===== src/rtl/core/dtnm_pkg.sv =====
// ----------------------------------------------------------------------------
// dtnm_pkg
// shared constants and types of the bad-tower neighbourhood mask block
// ----------------------------------------------------------------------------
package dtnm_pkg;

    localparam int SMALL_ROWS   = 36;
    localparam int SMALL_COLS   = 72;
    localparam int LARGE_ROWS   = 48;
    localparam int LARGE_COLS   = 96;
    localparam int SECTOR_COUNT = 8;

    localparam int SECTOR_W = 3;
    localparam int ROW_W    = 6;
    localparam int COL_W    = 7;
    localparam int STATUS_W = 16;
    localparam int FLAG_W   = 17;

    // row and column split into quotient and residue by three
    localparam int RQ_W = 5;
    localparam int CQ_W = 6;
    localparam int RES_W = 2;

    localparam int BANK_N     = 3;
    localparam int ADDR_W     = SECTOR_W + RQ_W + CQ_W;
    localparam int BANK_DEPTH = 1 << ADDR_W;

    localparam logic [SECTOR_W-1:0] LARGE_SECTOR_A = 3'd4;
    localparam logic [SECTOR_W-1:0] LARGE_SECTOR_B = 3'd5;
    localparam logic [FLAG_W-1:0]   EDGE_FLAGS     = 17'd512;

    localparam logic [1:0] OP_WRITE = 2'd0;
    localparam logic [1:0] OP_READ  = 2'd1;
    localparam logic [1:0] OP_CONST = 2'd2;

    typedef struct packed {
        logic [1:0]          op;
        logic                bad;
        logic                pos_ok;
        logic [SECTOR_W-1:0] sector;
        logic [RQ_W-1:0]     rq;
        logic [RES_W-1:0]    rm;
        logic [CQ_W-1:0]     cq;
        logic [RES_W-1:0]    cm;
    } cmd_t;

endpackage


===== src/rtl/core/dtnm_queue.sv =====
// ----------------------------------------------------------------------------
// dtnm_queue
// two-entry command queue between front and back end
// ----------------------------------------------------------------------------
module dtnm_queue (
    input  logic           clk,
    input  logic           rst_n,
    input  logic           push,
    input  dtnm_pkg::cmd_t push_cmd,
    input  logic           pop,
    output logic           full,
    output logic           head_valid,
    output dtnm_pkg::cmd_t head
);
    import dtnm_pkg::*;

    cmd_t       slot_reg [2];
    logic       wr_ptr_reg, wr_ptr_next;
    logic       rd_ptr_reg, rd_ptr_next;
    logic [1:0] count_reg, count_next;

    always_comb
    begin
        wr_ptr_next = wr_ptr_reg ^ push;
        rd_ptr_next = rd_ptr_reg ^ pop;
        count_next  = count_reg + 2'(push) - 2'(pop);
    end

    always_ff @(posedge clk or negedge rst_n)
    begin
        if (!rst_n)
        begin
            wr_ptr_reg <= 1'b0;
            rd_ptr_reg <= 1'b0;
            count_reg  <= 2'd0;
        end
        else
        begin
            wr_ptr_reg <= wr_ptr_next;
            rd_ptr_reg <= rd_ptr_next;
            count_reg  <= count_next;
        end
    end

    always_ff @(posedge clk)
    begin
        if (push)
        begin
            slot_reg[wr_ptr_reg] <= push_cmd;
        end
    end

    assign full       = (count_reg == 2'd2);
    assign head_valid = (count_reg != 2'd0);
    assign head       = slot_reg[rd_ptr_reg];

endmodule


===== config.mk =====
export PLATFORM = sky130hd
export DESIGN_NAME = dtnm_queue
export DESIGN_NICKNAME = d
export VERILOG_FILES = /design/src/rtl/core/dtnm_pkg.sv /design/src/rtl/core/dtnm_queue.sv
export SDC_FILE = /design/constraint.sdc
export NUM_CORES = 1
export LEC_CHECK = 0
export BUFFER_PORTS_ARGS = -buffer_cell sky130_fd_sc_hd__buf_2
export CORE_MARGIN = 5
export CORE_UTILIZATION = 45
export CTS_CLUSTER_SIZE = 24
export DETAILED_ROUTE_END_ITERATION = 12
export PLACE_DENSITY = 0.76
export SLEW_MARGIN = 20
export SYNTH_ARGS = -nofsm -noshare
export SYNTH_HDL_FRONTEND = slang
export SYNTH_SLANG_ARGS = --single-unit

===== constraint.sdc =====
create_clock -name clk -period 1.7 [get_ports clk]
set_input_delay 0.085 -clock clk [delete_from_list [all_inputs] [get_ports clk]]
set_output_delay 0.085 -clock clk [all_outputs]
set_load 0.05 [all_outputs]

# Word level (Yosys, flattened, before mapping)
# Memories as Yosys holds them, arrays and structs flattened.
# Index checks and enable logic that the tools add are counted.
# totals
ff_bits	4
ramBits	44
elab_cells	12
mem_count	1
# memory_table
name	words	width	read_ports	rd_ports_with_merged_regs	wr	line	rtl
slot_reg	2	22	1	0	1	dtnm_queue.sv:17	cmd_t slot_reg [2];
# classes
addsub	2
n_eq_ne	1
muxes	2
n_bitwise	2
reduce_logical	1
# op_table
cell	n
$add 2x1->2	1
$eq 2x2->1 const B	1
$mux 1	2
$reduce_bool 2->1	1
$sub 2x1->2	1
$xor 1x1->1	2

# Depth between registers and ports, before layout
# logic_depth
ltp_word	2
mapped_depth	5

# Worst setup path after synthesis
# OpenSTA, ideal clock, no wires.
# synth_timing
kind	register to register
from	register wr_ptr_reg
to	memory slot_reg[0][0] in the netlist's numbering, enable pin
setup_ns	0.381
t_arrival_ns	1.012
required_time_ns	1.319
path_slack_ns	0.308
path_stages_with_launch	3
path_buffers	0
synth_period_minus_slack_ns	1.392
path_cell_list	dfrtp_1 > inv_1 > ha_1
# synth_lines
element	line	rtl
start: declaration	dtnm_queue.sv:18	logic wr_ptr_reg, wr_ptr_next;
start signal: assignment	dtnm_queue.sv:39	wr_ptr_reg <= wr_ptr_next;
end: declaration	dtnm_queue.sv:17	
# No word-level cell before the write port.

==> results.yml <==
clock_network:
  htreeDepth: 2
  clk_path_buf_depth: 2
  clock_latency_ps: 290
  cts_root_buf: "clkbuf_8"
  cts_buffers: 5
  clkTransAtPathRegs_ps: 80
  clock_sinks: 48
  cts_tree: "built"
  postCtsSetupRepairBufs: 0
setup_path:
  cp_max_fo: 18
  crit_slowest_cell: "dfrtp_2"
  r2r_start: "count_reg[0]$_DFF_PN0_"
  worst_path_largest_cell_delay_ps: 460
  crit_cells: 3
  crit_path_start: "rd_ptr_reg$_DFF_PN0_"
  crit_required_ps: 1620
  path_buf_inv: 2
  worstPathArrival_ps: 1510
  critPathTopFamily: "flip-flops"
  crit_path_cell_trace: "buf_12 -> mux2_2 -> buf_2"
  start_kind: "register"
  r2r_cells: 5
  end_kind: "primary output"
  critPathKind: "reg2out"
timing:
  worst_pin_slew_ps: 263
  slew_violations: 0
  hold_violations: 0
  rsz0062_at_grt: "no"
  fmax_mhz: 628
  min_period_over_period_pct: 93.6
  fin_skew_ps: 4.30
  maxSlewHeadroom_pct: 82.6
  setup_viol: 0
  fin_tns_setup_ps: 0
  min_period_ps: 1590
  setup_slack_ps: 109
placement:
  post-place-ws_ps: 349
  io_buffer_count: 49
  dp_hpwl_mm: 2.21
  placed_cell_area_um2: 2140
  gp_congestion: 0.684
  dp_cells: 186
global_route:
  grt_pass1_wl_mm: 5.14
  grt_pass1_vias: 1096
  grt_max_degree: 19
  grt_usage_pct: 13.1
  antenna_found_initial: 0
  overflow: 0
logic_synthesis:
  netlist.area_leader.share_pct: 73.3
  synthTopCellsByArea: "edfxtp_1, mux2_2, dfrtp_1"
  yosysMostFrequentCell: "edfxtp_1"
  synth.top_cells.by_count: "edfxtp_1, mux2_2, dfrtp_1, ha_1, inv_1"
  synth_seq_cells: 48
  synth_top_area_cell: "edfxtp_1"
  synth_nets: 114
  yosysSeqAreaShare_pct: 78.9
  synth_edf_count: 44
  syn_area_um2: 1800
  ys_types: 10
  yosysWarnings: 0
  async_reset_ff_share_pct: 8.33
  synth_area_per_cell_um2: 21.4
  netlist_instances: 84
  ys.flop_type: "edfxtp_1"
pwr:
  leakage_nw: 1.02
  peakVddDrop_uv: 1260
  powerDensity_nw_per_um2: 1840
final_layout:
  antennaDiodeCount: 0
  fin_cells: 218
  largest_reg_flops: 44
  drive_above_1_share_pct: 51.2
  n_fill_cell: 267
  final_area_um2: 2540
  postLayoutCoreUtil_pct: 64.4
  fin_nets: 197
  syn_to_final_growth_pct: 40.8
worst_hold_path:
  holdPathStages: 2
  hold_class: "in2reg"
  min_from: "push"
die:
  row_count: 23
  dieArea_um2: 5370
  die_y_um: 73.3
  ios: 50
  die_x_um: 73.3
  start_util_pct: 45.7
  core_um2: 3940
route:
  vias: 1017
  drc: 0
  drt_iter0_drc: 42
  ant_nets: 0
  vias_per_cell: 4.67
  wl_per_cell_um: 14.7
  first_pass_iters: 2
  routed_wl_mm: 3.20
status:
  outcome: "finished, final reports clean"
flow_run:
  cap_violations: 0
==> final timing paths <==
kind | end | slack [ps]
hold / removal | count_reg[0]$_DFF_PN0_ | 80
hold reg to reg | rd_ptr_reg$_DFF_PN0_ | 580
max in group asynchronous | rd_ptr_reg$_DFF_PN0_ | 1460
setup / recovery | head[14] | 110
min in group asynchronous | count_reg[0]$_DFF_PN0_ | 110
setup reg to reg | count_reg[1]$_DFF_PN0_ | 500
==> layout make-up <==
class	count	area [um^2]	area share [%]
clock buffer	5	68.8	2.71
clock inverter	3	90.1	3.55
inverter	4	15.0	0.592
multi-input combinational	30	343	13.5
sequential	48	1420	56.1
tap	50	62.6	2.47
timing repair buffer	78	536	21.1
==> cells by family after synthesis <==
logic type                 Yosys count  share of synthesized area [%]
xor gates and xnor gates             2                           1.81
muxes                               22                           13.8
and+or+nand+nor                      2                          0.695
DFF                                 48                           78.9
adders and majority gates            4                           2.78
buffers and inverters                6                           2.08
==> power breakdown <==
group | leakage [nW] | total [mW] | switching [mW] | internal (mW)
logic | 0.486 | 1.91 | 1.29 | 0.618
registers | 0.459 | 1.67 | 0.0947 | 1.58
clock network | 0.0784 | 1.09 | 0.354 | 0.735
total | 1.02 | 4.67 | 1.74 | 2.93
==> through the flow <==
stage | power, mW | hold slack [ps]
after global placement | 3.54 | -105
after CTS | 4.72 | 71.7
after global routing | 4.88 | 74.8
final | 4.67 | 76.9
after floorplan | 3.16 | -211
after detailed placement | 3.58 | -105
==> layout by cell type, fill, tap and decap left out, drive strengths merged <==
| cell type | instances |
|---|---|
| or2 | 1 |
| bufinv | 3 |
| nor2b | 1 |
| dfrtp | 4 |
| mux2 | 22 |
| buf | 54 |
| clkbuf | 5 |
| xor2 | 1 |
| xor3 | 1 |
| inv | 4 |
| ha | 4 |
| dlygate4sd3 | 24 |
| edfxtp | 44 |
==> what timing repair did <==
item | in CTS | in global routing
endpoints found under the setup margin | 0 | 18
endpoints found under the hold margin | 49 | 0
resized for setup | 0 | 1
hold buffers | 24 | 0
==> metal layers <==
layer | GRT usage (%) | up-vias | wire length [um]
met2 | 23.0 | 39 | 1660
met4 | 4.30 | 0 | 39
met5 | 0 | - | 0
met3 | 4.65 | 5 | 236
met1 | 14.6 | 487 | 1270
li1 | - | 486 | -
Power figures use the tool's default switching activity.
