$ cat config.mk
export PLATFORM = sky130hd
export DESIGN_NAME = dtnm_front
export DESIGN_NICKNAME = d
export VERILOG_FILES = /design/src/rtl/core/dtnm_pkg.sv /design/src/rtl/core/dtnm_front.sv
export SDC_FILE = /design/constraint.sdc
export NUM_CORES = 1
export LEC_CHECK = 0
export ABC_AREA = 1
export BUFFER_PORTS_ARGS = -buffer_cell sky130_fd_sc_hd__buf_4
export CAP_MARGIN = 20
export CORE_UTILIZATION = 35
export DETAILED_ROUTE_END_ITERATION = 7
export PLACE_DENSITY = 0.58
export SLEW_MARGIN = 20
export SYNTH_ARGS = -nofsm -noshare
export SYNTH_HDL_FRONTEND = slang
export SYNTH_SLANG_ARGS = --single-unit
$ cat constraint.sdc
create_clock -name vclk -period 4.7
set_clock_uncertainty 0.15 [all_clocks]
set_input_delay 0 -clock vclk [all_inputs]
set_output_delay 0 -clock vclk [all_outputs]
set_load 0.03 [all_outputs]
$ cat src/rtl/core/dtnm_pkg.sv
// ----------------------------------------------------------------------------
// dtnm_pkg
// shared constants and types of the bad-tower neighbourhood mask block
// ----------------------------------------------------------------------------
package dtnm_pkg;

    localparam int SMALL_ROWS   = 36;
    localparam int SMALL_COLS   = 72;
    localparam int LARGE_ROWS   = 48;
    localparam int LARGE_COLS   = 96;
    localparam int SECTOR_COUNT = 8;

    localparam int SECTOR_W = 3;
    localparam int ROW_W    = 6;
    localparam int COL_W    = 7;
    localparam int STATUS_W = 16;
    localparam int FLAG_W   = 17;

    // row and column split into quotient and residue by three
    localparam int RQ_W = 5;
    localparam int CQ_W = 6;
    localparam int RES_W = 2;

    localparam int BANK_N     = 3;
    localparam int ADDR_W     = SECTOR_W + RQ_W + CQ_W;
    localparam int BANK_DEPTH = 1 << ADDR_W;

    localparam logic [SECTOR_W-1:0] LARGE_SECTOR_A = 3'd4;
    localparam logic [SECTOR_W-1:0] LARGE_SECTOR_B = 3'd5;
    localparam logic [FLAG_W-1:0]   EDGE_FLAGS     = 17'd512;

    localparam logic [1:0] OP_WRITE = 2'd0;
    localparam logic [1:0] OP_READ  = 2'd1;
    localparam logic [1:0] OP_CONST = 2'd2;

    typedef struct packed {
        logic [1:0]          op;
        logic                bad;
        logic                pos_ok;
        logic [SECTOR_W-1:0] sector;
        logic [RQ_W-1:0]     rq;
        logic [RES_W-1:0]    rm;
        logic [CQ_W-1:0]     cq;
        logic [RES_W-1:0]    cm;
    } cmd_t;

endpackage

$ cat src/rtl/core/dtnm_front.sv
// ----------------------------------------------------------------------------
// dtnm_front
// accepts input beats, checks position, classifies and splits coordinates
// ----------------------------------------------------------------------------
module dtnm_front (
    input  logic                         in_valid,
    output logic                         in_ready,
    input  logic                         mode,
    input  logic [dtnm_pkg::SECTOR_W-1:0] sector,
    input  logic [dtnm_pkg::ROW_W-1:0]   row,
    input  logic [dtnm_pkg::COL_W-1:0]   column,
    input  logic signed [dtnm_pkg::STATUS_W-1:0] status,
    input  logic                         q_full,
    input  logic                         clearing,
    output logic                         push,
    output dtnm_pkg::cmd_t               cmd
);
    import dtnm_pkg::*;

    // divide by three through reciprocal multiply, returns {quotient, residue}
    function automatic logic [CQ_W+RES_W-1:0] div3(input logic [COL_W-1:0] v);
        logic [15:0]     prod;
        logic [CQ_W-1:0] q;
        logic [COL_W:0]  three_q;
        logic [COL_W:0]  r;
        prod    = 16'(v) * 16'd171;
        q       = prod[14:9];
        three_q = (COL_W+1)'({q, 1'b0}) + (COL_W+1)'(q);
        r       = (COL_W+1)'(v) - three_q;
        return {q, r[RES_W-1:0]};
    endfunction

    logic                    large_grid;
    logic [ROW_W:0]          n_rows;
    logic [COL_W:0]          n_cols;
    logic                    pos_ok;
    logic                    edge_pos;
    logic [CQ_W+RES_W-1:0]   rsplit;
    logic [CQ_W+RES_W-1:0]   csplit;

    always_comb
    begin
        large_grid = (sector == LARGE_SECTOR_A) || (sector == LARGE_SECTOR_B);
        n_rows = large_grid ? (ROW_W+1)'(LARGE_ROWS) : (ROW_W+1)'(SMALL_ROWS);
        n_cols = large_grid ? (COL_W+1)'(LARGE_COLS) : (COL_W+1)'(SMALL_COLS);
        pos_ok = ({1'b0, sector} < (SECTOR_W+1)'(SECTOR_COUNT))
               && ({1'b0, row} < n_rows) && ({1'b0, column} < n_cols);
        edge_pos = (row <= ROW_W'(1)) || (column <= COL_W'(1))
                 || (({1'b0, row} + (ROW_W+1)'(2)) >= n_rows)
                 || (({1'b0, column} + (COL_W+1)'(2)) >= n_cols);
        rsplit = div3({1'b0, row});
        csplit = div3(column);

        cmd.bad    = (status > 0);
        cmd.pos_ok = pos_ok;
        cmd.sector = sector;
        cmd.rq     = rsplit[RES_W +: RQ_W];
        cmd.rm     = rsplit[RES_W-1:0];
        cmd.cq     = csplit[RES_W +: CQ_W];
        cmd.cm     = csplit[RES_W-1:0];
        if (!mode)
        begin
            cmd.op = OP_WRITE;
        end
        else if (pos_ok && !edge_pos)
        begin
            cmd.op = OP_READ;
        end
        else
        begin
            cmd.op = OP_CONST;
        end
    end

    // writes outside the grid are taken and dropped
    assign in_ready = !q_full && !clearing;
    assign push     = in_valid && in_ready && (mode || pos_ok);

endmodule

After elaboration in Yosys (flattened, before gate mapping)
Cells that the tools add are included.
Widths: inputs -> output; s select.
{ "totals": {"memories": 0, "output_inout_bits": 24, "mem_bits_ro": 0, "regBits": 0, "inputBits": 36, "latch_bits": 0, "word_cells": 34, "ram_bits": 0} }
{ "classes": {"bitwise": 0, "mux": 4, "mul": 2, "n_lt_le_gt_ge": 7, "eq_ne": 2, "n_div": 0, "addsub": 6, "n_reduce_logical": 13, "shifts": 0} }
{ "ops": {"columns": ["cell", "count"], "rows": [
  ["$gt 16x1->1 const B", 1],
  ["$mul 7x8->15 const B", 1],
  ["$mul 6x8->14 const B", 1],
  ["$add 7x2->8 const B", 1],
  ["$ge 8x7->1", 1],
  ["$add 6x2->7 const B", 1],
  ["$ge 7x6->1", 1],
  ["$le 7x1->1 const B", 1],
  ["$lt 7x7->1", 1],
  ["$eq 3x3->1 const B", 2],
  ["$le 6x1->1 const B", 1],
  ["$lt 6x6->1", 1],
  ["$mux 6", 1],
  ["$logic_and 1x1->1", 5],
  ["$logic_or 1x1->1", 5],
  ["$mux 5", 1],
  ["$add 2x2->2", 2],
  ["$mux 2", 2],
  ["$sub 2x2->2", 2],
  ["$logic_not 1->1", 3]
]} }

Logic depth before layout (Yosys ltp)
Gate-level depths: netlist of run 1.
{ "logic_depth": {"depth_word": 10, "ltp_mapped": 20, "ltp_nobuf": 20} }

Worst setup path after synthesis of run 1
OpenSTA, ideal clock, no wires.
{ "synth_path": {"path_type": "input to output", "from": "input column[4] (netlist name)", "to": "output cmd[1] (netlist name)", "arrival_time_ns": 3.454, "path_slack_ns": 1.096, "cell_stages": 17, "path_cell_list": "ha_1 > inv_1 > fa_1 > fa_1 > inv_1 > fa_1 > ha_1 > nand2_1 > nor2_1 > nor2_1 > nand2_1 > nand2_1 > nand2_2 > ha_1 > xor2_1 > nand3b_1 > nand2_1"} }
{ "synth_lines": {"columns": ["item", "line_no", "source"], "rows": [
  ["start: declaration", "dtnm_front.sv:11", "input logic [dtnm_pkg::COL_W-1:0] column,"],
  ["end: declaration", "dtnm_front.sv:16", "output dtnm_pkg::cmd_t cmd"]
]} }

==> results.yml, run 1 <==
routing:
  num_vias: 2280
  drc_errors: 0
  viasPerCell: 4.60
  routed_wl_mm: 5.27
  route.detailed.wl_per_inst_um: 10.6
  drtAntennaViolNets: 0
  drtIter0Drc: 70
  number_of_detailed_route_iterations_in_the_first_pass: 4
flow_run:
  max_cap_violations: 0
final_layout:
  clockBufferCount: 0
  seq_area_um2: 0
  drive_above_1_share_pct: 20.5
  syn2layout_area_growth_pct: 21.5
  diodes: 0
  layoutNonFillerInstCount: 496
  post-route-util_pct: 44.0
  finish.net_count: 526
  layout.sequential_cells: 0
synth:
  yosysWarnings: 0
  synth_nets: 470
  post_synth_instance_area_um2: 2460
  yosys-top-cells-area: "ha_1, fa_1, nand2_1"
  syn_area_cell_um2: 7.11
  top_cell_type_by_total_area_after_synthesis: "ha_1"
  synth_top_area_share_pct: 37.2
  post_synth_num_cell_types: 26
  syn_inst_count: 346
  seq_area_frac_synth_pct: 0
floorplan:
  die_y_um: 85.8
  floorplan.initialDensity_pct: 36.2
  floorplan.die.width_um: 85.8
  top_level_ports: 60
  fp.coreArea_um2: 6790
  row_count: 30
  fp.dieArea_um2: 7360
worst_setup_path:
  critPathLaunch: "column[4]"
  path_class: "in2out"
  crit_required_ns: 4.55
  worst_setup_path_endpoint: "cmd[1]"
  crit_path_max_fanout: 7
  setup.worst_path.end_class: "output port"
  worstSetupStartpointType: "primary input"
  arrival_time_of_data_at_the_critical_path_endpoint_ns: 3.65
power_and_ir_drop:
  power.leakage_uw: 0.00175
  vdd_drop_max_mv: 0.437
  power_density_nw_per_um2: 323
timing:
  report.final.hold_viol_count: 0
  setup_repair_after_global_routing_missed_its_margin: "no"
  timing.setup.tns_ns: 0
  max_clock_freq_ghz: 0.263
  tightest_slew_ns: 0.321
  maxSlewHeadroom_pct: 78.6
  worst_hold_slack_ns: 0.0774
  slew_violations: 0
  layout_setup_ws_ns: 0.901
  post-route-period-util_pct: 80.8
  finalCriticalPeriod_ns: 3.80
  final-setup-viol-count: 0
global_routing:
  track_usage_pct: 15.5
  largest_net_degree_at_the_start_of_global_routing: 10
  grt_pass1_vias: 2316
  grt_pass1_wl_mm: 9.76
  grt_antenna_before_repair: 0
  gr-total-overflow: 0
worst_hold_path:
  worst_hold_path_type: "in2out"
place:
  dp_cells: 495
  post-place-ws_ns: 0.913
  post_dp_hpwl_mm: 4.85
  numPortBuffers: 58
  gpl.final_weighted_congestion: 0.854
clock_network:
  postCtsSetupBuffers: 0
run_status:
  run_status: "finished clean"
==> area by class of cell <==
class                      instances  area (µm²)
fill                             725        3810
inverter                          65         244
multi-input combinational        276        2180
tap                               96         120
timing repair buffer              59         445
==> power breakdown <==
| group | switching, µW | total (µW) | leakage, µW | internal [µW] |
|---|---|---|---|---|
| clock network | 0 | 0 | 0 | 0 |
| logic | 593 | 964 | 0.00175 | 371 |
| registers | 0 | 0 | 0 | 0 |
| total | 593 | 964 | 0.00175 | 371 |
==> cells in the final DEF, fill, tap and decap left out <==
cell and count:
a21o_1 1, a21oi_1 12, a21oi_2 1, a41oi_1 1, buf_4 58, dlygate4sd3_1 1, fa_1 15, ha_1 73
inv_1 63, inv_2 2, nand2_1 65, nand2_2 17, nand2b_1 1, nand3_1 29, nand3_2 1, nand3b_1 1
nand4_1 6, nor2_1 19, nor2_2 1, nor3_1 4, nor4_1 3, o21ai_0 6, o21ai_1 1, o21bai_1 1
o21bai_2 2, xnor2_1 3, xor2_1 13
==> synth_stat cells <==
cell	number
a41oi_1	1
o21ai_0	6
nand4_1	6
nor4_1	3
buf_4	5
a21oi_2	1
nor2_2	1
xor2_1	13
o21bai_1	1
nor2_1	19
a21oi_1	12
ha_1	73
nor3_1	4
nand2b_1	1
o21bai_2	2
inv_1	63
a21o_1	1
nand2_1	65
xnor2_1	3
fa_1	15
nand2_2	17
o21ai_1	1
inv_2	2
nand3b_1	1
nand3_1	29
nand3_2	1
==> per-stage QoR <==
step,cell area [µm²],power (µW)
floorplan,2460,699
global placement,2980,955
detailed placement,2980,969
CTS,2990,977
global route,2990,1090
finish,2990,964
==> cells by family (layout without fill, tap and decap cells) <==
kind of cell | Yosys count | count (layout) | share of synthesized area (%)
AND/OR/NAND/NOR | 147 | 147 | 27.4
XOR/XNOR | 16 | 16 | 5.70
AO/OA/AOI/OAI | 25 | 25 | 6.11
adder cells (fa/ha/maj) | 88 | 88 | 49.4
buffers and inverters | 70 | 124 | 11.5
==> repair_timing <==
action / in CTS / in global routing
hold buffers: 1 / 0
resized for setup: 0 / 0
endpoints found under the setup margin: 0 / 0
hold endpoints to repair: 1 / 0
==> critical path, cell delays in order <==
cell and delay [ns]:
buf_4 0.14, ha_1 0.32, inv_1 0.06, fa_1 0.48, fa_1 0.52, inv_1 0.05, fa_1 0.46, ha_1 0.34
nand2_1 0.09, nor2_1 0.06, nor2_1 0.15, nand2_1 0.11, nand2_1 0.08, nand2_2 0.06, ha_1 0.19, xor2_1 0.15
nand3b_1 0.16, nand2_1 0.07, buf_4 0.15
==> how the worst min path moves through the flow <==
stage | start | to | slack (ns) | cells after the start
detailed placement | sector[0] | cmd[15] | -0.15 | 0
finish | sector[2] | cmd[17] | 0.08 | 2
global placement | sector[0] | cmd[15] | -0.15 | 0
CTS | sector[2] | cmd[17] | 0.08 | 2
floorplan | status[15] | cmd[19] | -0.04 | 1
global route | sector[2] | cmd[17] | 0.08 | 2
==> metal layers <==
metal	wire length [µm]	GRT usage (%)	vias to the layer above
li1	-	-	1232
met1	2780	22.0	1014
met2	2360	27.9	34
met3	118	0.289	0
met4	0	0	0
met5	0	0	-
No activity file was read; power rests on OpenSTA's default activity.
==> run 2, diff against run 1 <==
PLACE_DENSITY = 0.6   (was 0.58)
clock period = 3.27 ns   (was 4.7 ns; I/O delays follow)
==> results.yml, run 2 (synthesis gave the netlist of run 1 again) <==
power_and_ir_drop:
  fraction_of_power_consumed_by_sequential_logic_pct: 0
  combPwrFrac_pct: 100.0
  p_sw_share_pct: 55.8
  internal_power_uw: 818
  power_density_nw_per_um2: 523
  p_switching_uw: 1030
  clockPowerShare_pct: 0
  power.leakage_uw: 0.00196
  vdd_drop_max_mv: 0.817
flow_run:
  max_cap_violations: 0
final_layout:
  mostFrequentLayoutCells: "buf_4, ha_1, inv_1"
  clockBufferCount: 0
  num-fill-cells: 675
  syn2layout_area_growth_pct: 44.2
  post-route-util_pct: 52.2
  layout.sequential_cells: 0
  drive_above_1_share_pct: 37.1
  leading_cell_type_in_the_layout_fill_and_taps_excluded: "buf_4"
  finish.net_count: 563
  seq_area_um2: 0
  multi_input_area_um2: 2410
  diodes: 0
  layoutNonFillerInstCount: 533
routing:
  route.detailed.wl_per_inst_um: 10.9
  num_vias: 2471
  drtAntennaViolNets: 0
  number_of_detailed_route_iterations_in_the_first_pass: 4
  routed_wl_mm: 5.81
  drc_errors: 0
  viasPerCell: 4.64
  drtIter0Drc: 70
worst_hold_path:
  worst_hold_path_type: "in2out"
worst_setup_path:
  worstSetupStartpointType: "primary input"
  setup.worst_path.end_class: "output port"
  cp_num_buf_inv: 4
  worst_path_largest_cell_delay_ns: 0.54
  largest_delay_share_family_worst_path: "adder cells"
  arrival_time_of_data_at_the_critical_path_endpoint_ns: 3.34
  crit_path_max_fanout: 5
  path_class: "in2out"
  worst_path_max_delay_cell: "fa_1"
  crit_required_ns: 3.12
  crit_chain: "buf_12, ha_4, inv_2, fa_1, fa_1, inv_2, fa_1, ha_4, nand2_4, nor2_4, nor2_4, nand2_2, nand2_2, nand2_4, ha_4, xor2_2, nand3b_1, nand2_2, buf_6"
floorplan:
  row_count: 30
  floorplan.die.width_um: 85.8
  floorplan.initialDensity_pct: 36.2
  fp.coreArea_um2: 6790
  top_level_ports: 60
  die_y_um: 85.8
  fp.dieArea_um2: 7360
timing:
  finalCriticalPeriod_ns: 3.49
  worst_hold_slack_ns: 0.0765
  slew_violations: 0
  report.final.hold_viol_count: 0
  tightest_slew_ns: 0.302
  maxSlewHeadroom_pct: 79.8
  max_clock_freq_ghz: 0.286
  post-route-period-util_pct: 107
  final-setup-viol-count: 5
  setup_repair_after_global_routing_missed_its_margin: "yes"
  layout_setup_ws_ns: -0.222
  timing.setup.tns_ns: -0.521
place:
  dp_cells: 524
  numPortBuffers: 58
  gpl.final_weighted_congestion: 0.858
  post_dp_hpwl_mm: 4.91
global_routing:
  grt_antenna_before_repair: 0
  largest_net_degree_at_the_start_of_global_routing: 9
  grt_pass1_vias: 2441
  track_usage_pct: 15.9
  grt_pass1_wl_mm: 10.0
  gr-total-overflow: 0
run_status:
  run_status: "finished with violations"
  failed_checks: "negative setup slack"
==> run 2: changes by cell type in the layout (fill, tap and decap cells not counted), moves of 5 or more <==
cell     change
ha_1         -9
inv_1        -6
buf_4       +27
nand2_2      +7
nand2_1      -9
buf_6        +8
inv_2        +6
a21oi_1      -5
ha_4         +7
nor2_1       -7
==> run 2: layer usage <==
layer  global-route usage [%]  wire, µm  up-vias
li1                         -         -     1305
met1                     21.7      2850     1119
met2                     29.2      2790       42
met3                    0.481       123        5
met4                     1.36        43        0
met5                        0         0        -
==> run 2: final cells by class <==
type / instances / area share, %
repair buffers: 96 / 21.8
well taps: 96 / 3.39
inverters: 65 / 6.88
multi-input cells: 276 / 67.9
==> run 2: power groups by stage <==
stage	combinational [µW]	clock [µW]	sequential (µW)
after floorplan	1030	0	0
after global placement	1510	0	0
after detailed placement	1520	0	0
after CTS	1720	0	0
after global routing	2050	0	0
final	1850	0	0
==> run 2: per-stage QoR <==
step                worst slack [ns]  cell area, µm²  total power (µW)
finish                        -0.222            3540              1850
global route                  -0.347            3540              2050
CTS                           -0.229            3390              1720
detailed placement            -0.380            3230              1520
global placement              -0.344            3230              1510
floorplan                     -0.127            2490              1030
==> run 2: repair_timing <==
item,4_1_cts,5_1_grt
endpoints found under the setup margin,8,8
pin swaps,15,21
setup buffers,7,3
gates resized for setup,26,36
endpoints found under the hold margin,1,0
hold buffers,1,0
==> run 2: final timing paths <==
kind | startpoint | endpoint | slack (ns) | cells after the start
max | column[6] | cmd[1] | -0.22 | 19
min | sector[2] | cmd[17] | 0.08 | 2
==> run 3, diff against run 2 <==
PLACE_DENSITY = 0.58   (was 0.6)
clock period = 4.4 ns   (was 3.27 ns; I/O delays follow)
==> results.yml, run 3 (synthesis gave the netlist of run 1 again) <==
timing:
  post-route-period-util_pct: 86.4
  max_clock_freq_ghz: 0.263
  slew_violations: 0
  maxSlewHeadroom_pct: 78.4
  final-setup-viol-count: 0
  report.final.hold_viol_count: 0
  setup_repair_after_global_routing_missed_its_margin: "no"
  finalCriticalPeriod_ns: 3.80
  tightest_slew_ns: 0.324
  timing.setup.tns_ns: 0
power_and_ir_drop:
  p_switching_uw: 632
  fraction_of_power_consumed_by_sequential_logic_pct: 0
  p_sw_share_pct: 61.5
  power_density_nw_per_um2: 344
  vdd_drop_max_mv: 0.442
  power.leakage_uw: 0.00175
  total_power_uw: 1030
  internal_power_uw: 396
  combPwrFrac_pct: 100.0
  clockPowerShare_pct: 0
final_layout:
  clockBufferCount: 0
  syn2layout_area_growth_pct: 21.5
  seq_area_um2: 0
  final_cell_area_um2: 2990
  mostFrequentLayoutCells: "ha_1, nand2_1, inv_1"
  leading_cell_type_in_the_layout_fill_and_taps_excluded: "ha_1"
  layout.sequential_cells: 0
  finish.net_count: 526
  diodes: 0
  drive_above_1_share_pct: 20.5
run_status:
  run_status: "finished clean"
place:
  dpl_cell_area_um2: 2980
  gpl.final_weighted_congestion: 0.854
  numPortBuffers: 58
  post_dp_hpwl_mm: 4.81
worst_setup_path:
  path_class: "in2out"
  critPathLaunch: "column[4]"
  crit_required_ns: 4.25
  arrival_time_of_data_at_the_critical_path_endpoint_ns: 3.65
  crit_path_max_fanout: 7
  setup.worst_path.end_class: "output port"
  worstSetupStartpointType: "primary input"
  worst_setup_path_endpoint: "cmd[1]"
global_routing:
  largest_net_degree_at_the_start_of_global_routing: 10
  gr-total-overflow: 0
  grt_pass1_vias: 2298
  grt_pass1_wl_mm: 9.56
  grt_antenna_before_repair: 0
  track_usage_pct: 15.2
floorplan:
  floorplan.initialDensity_pct: 36.2
  fp.coreArea_um2: 6790
  floorplan.die.width_um: 85.8
  fp.dieArea_um2: 7360
  row_count: 30
  die_y_um: 85.8
  top_level_ports: 60
routing:
  drc_errors: 0
  viasPerCell: 4.58
  route.detailed.wl_per_inst_um: 10.4
  drtIter0Drc: 54
  drtAntennaViolNets: 0
  number_of_detailed_route_iterations_in_the_first_pass: 4
  num_vias: 2273
  routed_wl_mm: 5.18
clock_network:
  postCtsSetupBuffers: 0
  cts_resized: 0
  hold_buffers: 1
flow_run:
  max_cap_violations: 0
worst_hold_path:
  worst_hold_path_type: "in2out"
run 3: cell types whose count changed in the layout (fill, tap and decap cells not counted), moves of 7 or more:
| cell | delta |
|---|---|
| buf_6 | -8 |
| nand2_2 | -7 |
| ha_4 | -7 |
| nand2_1 | +9 |
| buf_4 | -27 |
| ha_1 | +9 |
| nor2_1 | +7 |
run 3: worst max-delay path, stage by stage:
cell and delay (ns):
buf_4 0.14, ha_1 0.32, inv_1 0.06, fa_1 0.48, fa_1 0.52, inv_1 0.05, fa_1 0.46, ha_1 0.34
nand2_1 0.09, nor2_1 0.06, nor2_1 0.15, nand2_1 0.12, nand2_1 0.08, nand2_2 0.06, ha_1 0.19, xor2_1 0.15
nand3b_1 0.15, nand2_1 0.07, buf_4 0.15
run 3: worst min-delay path by stage:
stage          slack (ns)       start      end  cells past startpoint
2_1_floorplan       -0.04  status[15]  cmd[19]                      1
3_3_place_gp        -0.15   sector[0]  cmd[15]                      0
6_report             0.08   sector[2]  cmd[17]                      2
3_5_place_dp        -0.15   sector[0]  cmd[15]                      0
4_1_cts              0.08   sector[2]  cmd[17]                      2
5_1_grt              0.08   sector[2]  cmd[17]                      2
run 3: cell type report:
type | count | area [µm²]
Fill cell | 724 | 3810
Inverter | 65 | 244
Multi-Input combinational cell | 276 | 2180
Tap cell | 96 | 120
Timing Repair Buffer | 59 | 445
run 3: per-layer routing:
layer / routed length, µm / vias up / GRT usage, % / share of wire, %
met5: 0 / - / 0 / 0
met4: 0 / 0 / 0.152 / 0
met3: 109 / 0 / 0.481 / 2.1
met2: 2360 / 34 / 27.4 / 46
met1: 2710 / 1003 / 21.4 / 52
li1: - / 1236 / - / -
run 3: power by group through the flow:
stage	logic (µW)	clock network [µW]	registers [µW]
after floorplan	747	0	0
after global placement	1020	0	0
after detailed placement	1030	0	0
after CTS	1040	0	0
after global routing	1160	0	0
final	1030	0	0
run 3: metrics by stage:
stage / cells / setup WS, ns / utilization (%) / hold WS, ns
after global routing: 496 / 0.337 / 44.0 / 0.0822
after CTS: 496 / 0.584 / 44.0 / 0.0788
after floorplan: 346 / 0.796 / - / -0.0386
after global placement: 495 / 0.649 / 43.8 / -0.150
after detailed placement: 495 / 0.603 / 43.8 / -0.150
final: 496 / 0.600 / 44.0 / 0.0776
